## src/sv/sie_pkg.sv

```systemverilog
// ============================================================================
// sie_pkg: shared definitions for the small ISA execute unit
// Opcodes, compare conditions, field widths and the program counter reset.
// ============================================================================
package sie_pkg;

  localparam int unsigned XLEN      = 32;
  localparam int unsigned NUM_REGS  = 16;
  localparam int unsigned REG_AW    = $clog2(NUM_REGS);

  localparam logic [XLEN-1:0] PC_RESET   = 32'h0060_2000;
  localparam logic [XLEN-1:0] PC_STEP    = 32'd4;
  localparam logic [XLEN-1:0] PC_SKIP    = 32'd8;
  localparam logic [XLEN-1:0] OFF_SIGNX  = 32'hFF00_0000;
  localparam logic [XLEN-1:0] SHIFT_LIM  = 32'd32;

  // Opcodes (low byte of the instruction word)
  localparam logic [7:0] OP_JMP_REL = 8'h01;
  localparam logic [7:0] OP_JMP_REG = 8'h02;
  localparam logic [7:0] OP_MOVI    = 8'h03;
  localparam logic [7:0] OP_ADD     = 8'h05;
  localparam logic [7:0] OP_STORE   = 8'h0A;
  localparam logic [7:0] OP_ADDI    = 8'h0C;
  localparam logic [7:0] OP_SHLI    = 8'h11;
  localparam logic [7:0] OP_CMP     = 8'h1E;

  // Compare conditions (B against A, unsigned)
  localparam logic [3:0] CND_EQ    = 4'd0;
  localparam logic [3:0] CND_NE    = 4'd1;
  localparam logic [3:0] CND_LT    = 4'd2;
  localparam logic [3:0] CND_GT    = 4'd3;
  localparam logic [3:0] CND_LE    = 4'd4;
  localparam logic [3:0] CND_GE    = 4'd5;
  localparam logic [3:0] CND_BZ    = 4'd6;
  localparam logic [3:0] CND_BNZ   = 4'd7;
  localparam logic [3:0] CND_NEVER = 4'd8;

endpackage

```

## src/sv/sie_if.sv

```systemverilog
// ============================================================================
// sie_if: valid/ready channels of the small ISA execute unit
// Instruction channel and result channel, each with source and sink modports.
// ============================================================================
interface sie_inst_if;
  logic        valid;
  logic        ready;
  logic [31:0] instruction_word;

  modport source (output valid, output instruction_word, input ready);
  modport sink   (input valid, input instruction_word, output ready);
endinterface

interface sie_res_if;
  logic        valid;
  logic        ready;
  logic [31:0] next_fetch_address;
  logic        store_enable;
  logic [31:0] store_address;
  logic [31:0] store_data;
  logic        halted;

  modport source (
    output valid, output next_fetch_address, output store_enable,
    output store_address, output store_data, output halted, input ready
  );
  modport sink (
    input valid, input next_fetch_address, input store_enable,
    input store_address, input store_data, input halted, output ready
  );
endinterface

```

## src/sv/small_isa_execute_unit_top.sv

```systemverilog
// ============================================================================
// small_isa_execute_unit_top: execute stage of a small custom ISA
// Executes one instruction word per transfer, keeps the program counter and
// sixteen registers, and reports the next fetch address and memory writes.
// ============================================================================
//
//  Channel  | Dir | Payload                                         | Transfer
//  ---------+-----+-------------------------------------------------+----------------
//  inst_i   | in  | instruction_word                                | valid && ready
//  res_o    | out | next_fetch_address, store_enable, store_address,| valid && ready
//           |     | store_data, halted                              |
//
//  Each instruction waits in the input register, where the
//  register file (a RAM with two registered read ports) delivers its operands,
//  and is executed into the result register when the result slot frees up.
//  One instruction per cycle is sustained while res_o is not stalled.
//  A write from the previous cycle is forwarded around the RAM read.
//  Reset: pc = 0x602000, all registers read as zero through per-entry valid
//  bits, halt clear. A stalled result holds the input register.
//
module small_isa_execute_unit_top (
  input  logic    clk_i,
  input  logic    rst_ni,
  sie_inst_if.sink  inst_i,
  sie_res_if.source res_o
);
  import sie_pkg::*;

  // Input register
  logic            in_vld_q;
  logic [XLEN-1:0] word_q;
  logic            fire;
  logic            in_ready;

  // Architectural state
  logic [XLEN-1:0]     pc_q, pc_d;
  logic                halt_q, halt_d;
  logic [NUM_REGS-1:0] rvld_q;

  // Write-back and forwarding
  logic              wr_en;
  logic [REG_AW-1:0] wr_addr;
  logic [XLEN-1:0]   wr_data;
  logic              fwd_en_q;
  logic [REG_AW-1:0] fwd_addr_q;
  logic [XLEN-1:0]   fwd_data_q;

  // Operand read
  logic [REG_AW-1:0] rd_addr_a, rd_addr_b;
  logic [XLEN-1:0]   ram_a, ram_b;
  logic [XLEN-1:0]   val_a, val_b;

  // Decoded fields
  logic [7:0]        opc;
  logic [REG_AW-1:0] fld_a, fld_b;
  logic [3:0]        cnd;
  logic [XLEN-1:0]   imm, off;
  logic              cnd_hold;
  logic [XLEN-1:0]   pc_inc;

  // Result register
  logic            out_vld_q;
  logic [XLEN-1:0] nfa_q, nfa_d;
  logic            st_en_q, st_en_d;
  logic [XLEN-1:0] st_addr_q, st_addr_d;
  logic [XLEN-1:0] st_data_q, st_data_d;

  // Handshake: execute when an item waits and the result slot frees up.
  assign fire         = in_vld_q && (!out_vld_q || res_o.ready);
  assign in_ready     = !in_vld_q || fire;
  assign inst_i.ready = in_ready;

  // Operand addresses follow the incoming word, or the held one on a stall.
  assign rd_addr_a = in_ready ? inst_i.instruction_word[8 +: REG_AW]
                              : word_q[8 +: REG_AW];
  assign rd_addr_b = in_ready ? inst_i.instruction_word[12 +: REG_AW]
                              : word_q[12 +: REG_AW];

  sie_ram #(
    .WIDTH (XLEN),
    .DEPTH (NUM_REGS)
  ) u_regfile (
    .clk_i     (clk_i),
    .we_i      (wr_en),
    .waddr_i   (wr_addr),
    .wdata_i   (wr_data),
    .raddr_a_i (rd_addr_a),
    .raddr_b_i (rd_addr_b),
    .rdata_a_o (ram_a),
    .rdata_b_o (ram_b)
  );

  // Field decode of the held instruction.
  assign opc   = word_q[7:0];
  assign fld_a = word_q[8 +: REG_AW];
  assign fld_b = word_q[12 +: REG_AW];
  assign cnd   = word_q[19:16];
  assign imm   = {12'd0, word_q[31:12]};
  assign off   = word_q[31] ? ({8'd0, word_q[31:8]} | OFF_SIGNX) : {8'd0, word_q[31:8]};

  // Operand values: last-cycle write first, then never-written as zero.
  always_comb begin
    if (fwd_en_q && fwd_addr_q == fld_a) begin
      val_a = fwd_data_q;
    end else if (!rvld_q[fld_a]) begin
      val_a = '0;
    end else begin
      val_a = ram_a;
    end
    if (fwd_en_q && fwd_addr_q == fld_b) begin
      val_b = fwd_data_q;
    end else if (!rvld_q[fld_b]) begin
      val_b = '0;
    end else begin
      val_b = ram_b;
    end
  end

  // Compare condition, register B against register A.
  always_comb begin
    unique case (cnd)
      CND_EQ:    cnd_hold = (val_b == val_a);
      CND_NE:    cnd_hold = (val_b != val_a);
      CND_LT:    cnd_hold = (val_b <  val_a);
      CND_GT:    cnd_hold = (val_b >  val_a);
      CND_LE:    cnd_hold = (val_b <= val_a);
      CND_GE:    cnd_hold = (val_b >= val_a);
      CND_BZ:    cnd_hold = (val_b == '0);
      CND_BNZ:   cnd_hold = (val_b != '0);
      CND_NEVER: cnd_hold = 1'b0;
      default:   cnd_hold = 1'b1;
    endcase
  end

  // Execute: next pc, register write, store and halt.
  always_comb begin
    pc_inc    = pc_q + PC_STEP;
    pc_d      = pc_inc;
    halt_d    = halt_q;
    wr_en     = 1'b0;
    wr_addr   = fld_a;
    wr_data   = '0;
    st_en_d   = 1'b0;
    st_addr_d = '0;
    st_data_d = '0;
    if (halt_q) begin
      pc_d = pc_q;
    end else begin
      unique case (opc)
        OP_JMP_REL: pc_d = pc_q + off;
        OP_JMP_REG: pc_d = pc_q + imm + val_a;
        OP_MOVI: begin
          wr_en   = 1'b1;
          wr_data = imm;
        end
        OP_ADD: begin
          wr_en   = 1'b1;
          wr_data = val_a + val_b;
        end
        OP_STORE: begin
          st_en_d   = 1'b1;
          st_addr_d = val_b;
          st_data_d = val_a;
        end
        OP_ADDI: begin
          wr_en   = 1'b1;
          wr_data = val_a + imm;
        end
        OP_SHLI: begin
          wr_en   = 1'b1;
          wr_data = (imm >= SHIFT_LIM) ? '0 : (val_a << imm[4:0]);
        end
        OP_CMP: begin
          if (cnd_hold) begin
            pc_d = pc_q + PC_SKIP;
          end
        end
        default: begin
          halt_d = 1'b1;
          pc_d   = pc_q;
        end
      endcase
    end
    wr_en = wr_en && fire;
    nfa_d = pc_d;
  end

  // Control state: handshake flags, pc, halt, register valid bits, forwarding.
  always_ff @(posedge clk_i or negedge rst_ni) begin
    if (!rst_ni) begin
      in_vld_q  <= 1'b0;
      out_vld_q <= 1'b0;
      pc_q      <= PC_RESET;
      halt_q    <= 1'b0;
      rvld_q    <= '0;
      fwd_en_q  <= 1'b0;
    end else begin
      if (in_ready) begin
        in_vld_q <= inst_i.valid;
      end
      if (fire) begin
        out_vld_q <= 1'b1;
        pc_q      <= pc_d;
        halt_q    <= halt_d;
      end else if (res_o.ready) begin
        out_vld_q <= 1'b0;
      end
      if (wr_en) begin
        rvld_q[wr_addr] <= 1'b1;
      end
      fwd_en_q <= wr_en;
    end
  end

  // Payload registers.
  always_ff @(posedge clk_i) begin
    if (in_ready && inst_i.valid) begin
      word_q <= inst_i.instruction_word;
    end
    fwd_addr_q <= wr_addr;
    fwd_data_q <= wr_data;
    if (fire) begin
      nfa_q     <= nfa_d;
      st_en_q   <= st_en_d;
      st_addr_q <= st_addr_d;
      st_data_q <= st_data_d;
    end
  end

  assign res_o.valid              = out_vld_q;
  assign res_o.next_fetch_address = nfa_q;
  assign res_o.store_enable       = st_en_q;
  assign res_o.store_address      = st_addr_q;
  assign res_o.store_data         = st_data_q;
  assign res_o.halted             = halt_q;

  // Halt is sticky.
  a_halt_sticky: assert property (@(posedge clk_i) disable iff (!rst_ni)
    halt_q |=> halt_q)
    else $error("halt flag cleared after being set");

  // While halted the program counter does not move.
  a_halt_pc: assert property (@(posedge clk_i) disable iff (!rst_ni)
    halt_q |=> $stable(pc_q))
    else $error("program counter moved while halted");

  // A shown store never comes with halt.
  a_store_nohalt: assert property (@(posedge clk_i) disable iff (!rst_ni)
    (out_vld_q && st_en_q) |-> !halt_q)
    else $error("store reported together with halt");

  // A held instruction that cannot execute blocks the input.
  a_in_block: assert property (@(posedge clk_i) disable iff (!rst_ni)
    (in_vld_q && !fire) |-> !inst_i.ready)
    else $error("input accepted while the input register is blocked");

endmodule

```

## src/sv/sie_ram.sv

```systemverilog
// ============================================================================
// sie_ram: generic RAM, one write port and two registered read ports
// A read returns the contents from before a write in the same cycle.
// ============================================================================
module sie_ram #(
  parameter int unsigned WIDTH = 32,
  parameter int unsigned DEPTH = 16
) (
  input  logic                     clk_i,
  input  logic                     we_i,
  input  logic [$clog2(DEPTH)-1:0] waddr_i,
  input  logic [WIDTH-1:0]         wdata_i,
  input  logic [$clog2(DEPTH)-1:0] raddr_a_i,
  input  logic [$clog2(DEPTH)-1:0] raddr_b_i,
  output logic [WIDTH-1:0]         rdata_a_o,
  output logic [WIDTH-1:0]         rdata_b_o
);

  logic [WIDTH-1:0] mem_q [DEPTH];

  // Write port and registered reads.
  always_ff @(posedge clk_i) begin
    if (we_i) begin
      mem_q[waddr_i] <= wdata_i;
    end
    rdata_a_o <= mem_q[raddr_a_i];
    rdata_b_o <= mem_q[raddr_b_i];
  end

endmodule
```

## src/flat_wrapper.sv

```systemverilog
// flat-port wrapper written by rule: the top's interface ports become plain ports
module small_isa_execute_unit_top_flat import sie_pkg::*;
  (clk_i, rst_ni, inst_i_valid, inst_i_instruction_word, inst_i_ready, res_o_valid, res_o_next_fetch_address, res_o_store_enable, res_o_store_address, res_o_store_data, res_o_halted, res_o_ready);
  sie_inst_if inst_i_i ();
  sie_res_if res_o_i ();
  input  logic clk_i;
  input  logic rst_ni;
  input wire logic [$bits(inst_i_i.valid)-1:0] inst_i_valid;
  input wire logic [$bits(inst_i_i.instruction_word)-1:0] inst_i_instruction_word;
  output wire logic [$bits(inst_i_i.ready)-1:0] inst_i_ready;
  output wire logic [$bits(res_o_i.valid)-1:0] res_o_valid;
  output wire logic [$bits(res_o_i.next_fetch_address)-1:0] res_o_next_fetch_address;
  output wire logic [$bits(res_o_i.store_enable)-1:0] res_o_store_enable;
  output wire logic [$bits(res_o_i.store_address)-1:0] res_o_store_address;
  output wire logic [$bits(res_o_i.store_data)-1:0] res_o_store_data;
  output wire logic [$bits(res_o_i.halted)-1:0] res_o_halted;
  input wire logic [$bits(res_o_i.ready)-1:0] res_o_ready;
  assign inst_i_i.valid = inst_i_valid;
  assign inst_i_i.instruction_word = inst_i_instruction_word;
  assign inst_i_ready = inst_i_i.ready;
  assign res_o_valid = res_o_i.valid;
  assign res_o_next_fetch_address = res_o_i.next_fetch_address;
  assign res_o_store_enable = res_o_i.store_enable;
  assign res_o_store_address = res_o_i.store_address;
  assign res_o_store_data = res_o_i.store_data;
  assign res_o_halted = res_o_i.halted;
  assign res_o_i.ready = res_o_ready;
  small_isa_execute_unit_top u_core (.clk_i(clk_i), .rst_ni(rst_ni), .inst_i(inst_i_i), .res_o(res_o_i));
endmodule
```

## config.mk

```make
export PLATFORM = sky130hd
export DESIGN_NAME = small_isa_execute_unit_top_flat
export DESIGN_NICKNAME = d
export VERILOG_FILES = /design/src/sv/sie_pkg.sv /design/src/sv/sie_if.sv /design/src/sv/small_isa_execute_unit_top.sv /design/src/sv/sie_ram.sv /design/src/flat_wrapper.sv
export SDC_FILE = /design/constraint.sdc
export NUM_CORES = 2
export LEC_CHECK = 0
export BUFFER_PORTS_ARGS = -buffer_cell sky130_fd_sc_hd__buf_2
export CORE_ASPECT_RATIO = 0.6
export CORE_UTILIZATION = 35
export CTS_CLUSTER_SIZE = 30
export DETAILED_ROUTE_END_ITERATION = 12
export PLACE_DENSITY_LB_ADDON = 0.15
export SYNTH_ARGS = -nofsm -noshare
export SYNTH_HDL_FRONTEND = slang
export SYNTH_SLANG_ARGS = --single-unit
```

## constraint.sdc

```tcl
create_clock -name clk_i -period 6.4 [get_ports clk_i]
set_input_delay 1.28 -clock clk_i [delete_from_list [all_inputs] [get_ports clk_i]]
set_output_delay 1.28 -clock clk_i [all_outputs]
set_load 0.01 [all_outputs]
```

==> flow_metrics.env <==
export IMPL_routed_wl_um=164600
export IMPL_placed_area_um2=47410
export IMPL_status="finished, final reports clean"
export IMPL_dp_hpwl_um=119300
export IMPL_swShare_pct=25.76
export IMPL_drt_pass1_iter_count=6
export IMPL_cts_buffers_inserted=78
export IMPL_timing_hold_violations_final=0
export IMPL_crit_type="register to register"
export IMPL_pwr_share_comb_pct=10.1
export IMPL_timing_fmax_mhz=161.6
export IMPL_seqPwrFrac_pct=48.5
export IMPL_ctsHoldBuffers=0
export IMPL_r2r_start="u_core.word_q[8]$_DFFE_PP_"
export IMPL_start_util_pct=35.50
export IMPL_ant_nets=0
export IMPL_holdCritStartpoint="u_core.rvld_q[11]$_DFFE_PN0P_"
export IMPL_pwr_share_clk_pct=41.4
export IMPL_skew_ns=0.02736
export IMPL_synth_warnings=0
export IMPL_cts_num_sinks=793
export IMPL_avgRoutedWirePerCell_um=30.75
export IMPL_cts_buffer_depth=3
export IMPL_yosysTopAreaCellShare_pct=44.30
export IMPL_io_buffer_count=135
export IMPL_place_ws_ns=0.1743
export IMPL_top_register="u_core.u_regfile.mem_q"
export IMPL_finalWorstSetupSlack_ns=0.2101
export IMPL_start_kind="register"
export IMPL_grt_overflow=0
export IMPL_slew_viol_final=0
export IMPL_mappedNetlistArea_um2=43450
export IMPL_areaGrowthSynthToFinish_pct=15.51
export IMPL_drc_errors=0
export IMPL_ys_ff_latch=793
export IMPL_crit_start="u_core.word_q[8]$_DFFE_PP_"
export IMPL_synthCells=3441
export IMPL_cts_tree="built"
export IMPL_cts_root_buffer="clkbuf_16"
export IMPL_relSlewSlack_pct=4.457
export IMPL_irDropWorstVdd_mv=0.2021
export IMPL_pin_count=136
export IMPL_fin_total_pwr_mw=11.93
export IMPL_p_per_area_nw_per_um2=237.6
export IMPL_fin_area_um2=50190
export IMPL_drt_iter0_markers=4179
export IMPL_nets=3862
export IMPL_rrSetupSlack_ns=0.21
export IMPL_final_cell_mix="edfxtp_1, mux4_2, nand2_1"
export IMPL_reg2reg_to="u_core.res_o.next_fetch_address[12]$_DFFE_PP_"
export IMPL_yosysTopAreaCell="edfxtp_1"
export IMPL_vias_per_cell=6.022
export IMPL_layout_drive_gt1_share_pct=23.04
export IMPL_grt_usage_pct=25.90
export IMPL_core_area_um2=122400
export IMPL_grt_pass1_wl_um=230400
export IMPL_leakage_nw=18.30
export IMPL_synthArstFlopShare_pct=6.557
export IMPL_vias=32235
export IMPL_antenna_found_initial=8
export IMPL_clk_pin_slew_worst_paths_ns=0.07
export IMPL_routabilityCongestion=1.010
export IMPL_die_h_um=274.9
export IMPL_grt_pass1_vias=30054
export IMPL_fillerInstances=11466
export IMPL_setup_viol=0
export IMPL_internal_power_mw=8.855
export IMPL_synth_flop_cell="edfxtp_1"
export IMPL_period_minus_slack_ns=6.190
export IMPL_critPathArrivalTime_ns=6.62
export IMPL_synth_edff_count=641
export IMPL_grt_max_degree=105
export IMPL_worst_slew_pin_slew_ns=1.420
export IMPL_fp_dieW_um=456.9
export IMPL_final_common_cell="edfxtp_1"
export IMPL_num_rows=99
export IMPL_whs_endpoint="u_core.rvld_q[11]$_DFFE_PN0P_"
export IMPL_p_sw_mw=3.072
export IMPL_required_ns=6.83
export IMPL_maxCapViolations=0
export IMPL_die_area_um2=125600
export IMPL_r2r_cells=21
export IMPL_whs_path_depth=1
export IMPL_synthTopCellsByArea="edfxtp_1, mux4_2, dfxtp_1, ha_1, dfrtp_1"
export IMPL_synth_nets=3635
export IMPL_yosysUniqueCellTypes=89
export IMPL_htree_levels=3
export IMPL_ys_seq_area_share_pct=51.91
export IMPL_cp_max_fo=23
export IMPL_avgSynthCellArea_um2=12.63
export IMPL_endpoint_kind="register"
export IMPL_hp_class="register to register"
export IMPL_timing_final_crit_share_pct=96.72
export IMPL_largest_reg_flops=512
export IMPL_clkLatencyLatePin_ns=0.70
[routing by layer]
metal  vias to the layer above  track usage, %  share of wire (%)
li1                      13769               -                  -
met1                     16488           41.38                 50
met2                      1795           29.97                 35
met3                       167           12.68                 14
met4                        16           4.499                1.4
met5                         -          0.8059               0.27
[synth_stat cells, types with 6 or more instances]
cell type / instances
edfxtp_1: 641
mux4_2: 288
nand2_1: 283
nor2_1: 273
a21oi_1: 232
clkbuf_1: 162
ha_1: 135
and2_1: 114
a31oi_1: 111
o21ai_0: 105
inv_1: 103
dfxtp_1: 100
a211oi_1: 85
xnor2_1: 81
a21o_1: 66
mux2i_1: 54
dfrtp_1: 49
buf_1: 46
xor2_1: 39
nand3_1: 37
nand2b_1: 36
nor3_1: 35
nor4_1: 26
nand4_1: 25
fa_1: 23
or2_2: 22
o21a_1: 20
a22oi_1: 18
o21bai_1: 14
o22ai_1: 13
nor2b_1: 12
a221oi_1: 11
o22a_1: 11
o221ai_1: 10
or3_1: 10
nand3b_1: 9
o211ai_1: 9
and3_1: 7
o31ai_1: 7
a221o_1: 6
buf_2: 6
[cell type report]
cell class	instances	area, µm²	area share, %
sequential	793	22560	44.94
inverter	106	400.4	0.7978
antenna	4	10.01	0.01994
clock buffer	110	2186	4.355
clock inverter	35	494.2	0.9847
tap	1616	2022	4.029
multi-input combinational	2327	19980	39.81
timing repair buffer	362	2542	5.066
[worst max-delay path by stage]
stage | to | slack (ns)
final | u_core.res_o.next_fetch_address[12]$_DFFE_PP_ | 0.21
after global routing | u_core.u_regfile.mem_q[7][29]$_DFFE_PP_ | -0.003
after CTS | u_core.res_o.next_fetch_address[30]$_DFFE_PP_ | 0.11
after detailed placement | u_core.res_o.next_fetch_address[30]$_DFFE_PP_ | 0.17
after global placement | u_core.res_o.next_fetch_address[30]$_DFFE_PP_ | 0.17
after floorplan | u_core.res_o.next_fetch_address[27]$_DFFE_PP_ | 0.33
[power by group through the flow]
stage / combinational, mW / clock [mW] / sequential (mW)
6_report: 1.20 / 4.94 / 5.79
3_3_place_gp: 1.19 / 0 / 5.90
5_1_grt: 1.29 / 5.22 / 5.79
4_1_cts: 1.19 / 5.02 / 5.79
3_5_place_dp: 1.18 / 0 / 5.90
2_1_floorplan: 0.727 / 0 / 5.83
[worst max-delay path, cell delays in order (launching register included)]
cell       delay, ns
edfxtp_1        0.51
mux4_2          0.54
mux2i_1         0.16
mux2_4          0.26
buf_4           0.34
nor2_1          0.09
a21oi_1         0.34
ha_1            0.32
a21o_1          0.17
a21o_1          0.18
a21oi_1         0.30
o21ai_0         0.21
a221oi_1        0.34
nor3_1          0.16
nor3_2          0.26
mux2i_1         0.20
a21oi_4         0.24
buf_4           0.28
mux2_2          0.43
or2_1           0.25
o21ai_0         0.25
a2bb2oi_1       0.11
[kinds of logic (layout without fill, tap and decap cells)]
logic type | count (synthesis) | count (layout) | share of synthesized area [%]
AO/OA/AOI/OAI | 786 | 786 | 11.68
XOR/XNOR | 120 | 120 | 2.419
adder cells (fa/ha/maj) | 159 | 159 | 4.970
buffers and inverters | 321 | 613 | 2.808
flip-flops | 793 | 793 | 51.91
multiplexers | 349 | 349 | 16.36
other | 0 | 4 | 0
AND/OR/NAND/NOR | 913 | 913 | 9.851
[timing repair]
item | in CTS | in global routing
gates resized for setup | 0 | 13
setup buffers | 0 | 3
endpoints found under the setup margin | 0 | 141
[stage by stage]
step	utilization, %	setup TNS (ns)	cells	hold WS, ns
floorplan	-	0	3441	0.3686
global route	41.01	-0.01076	5352	0.5115
finish	41.01	0	5353	0.5005
CTS	40.93	0	5346	0.4931
detailed placement	38.74	0	5201	0.4768
global placement	38.74	0	5201	0.4637
No activity file was read; power rests on OpenSTA's default activity.
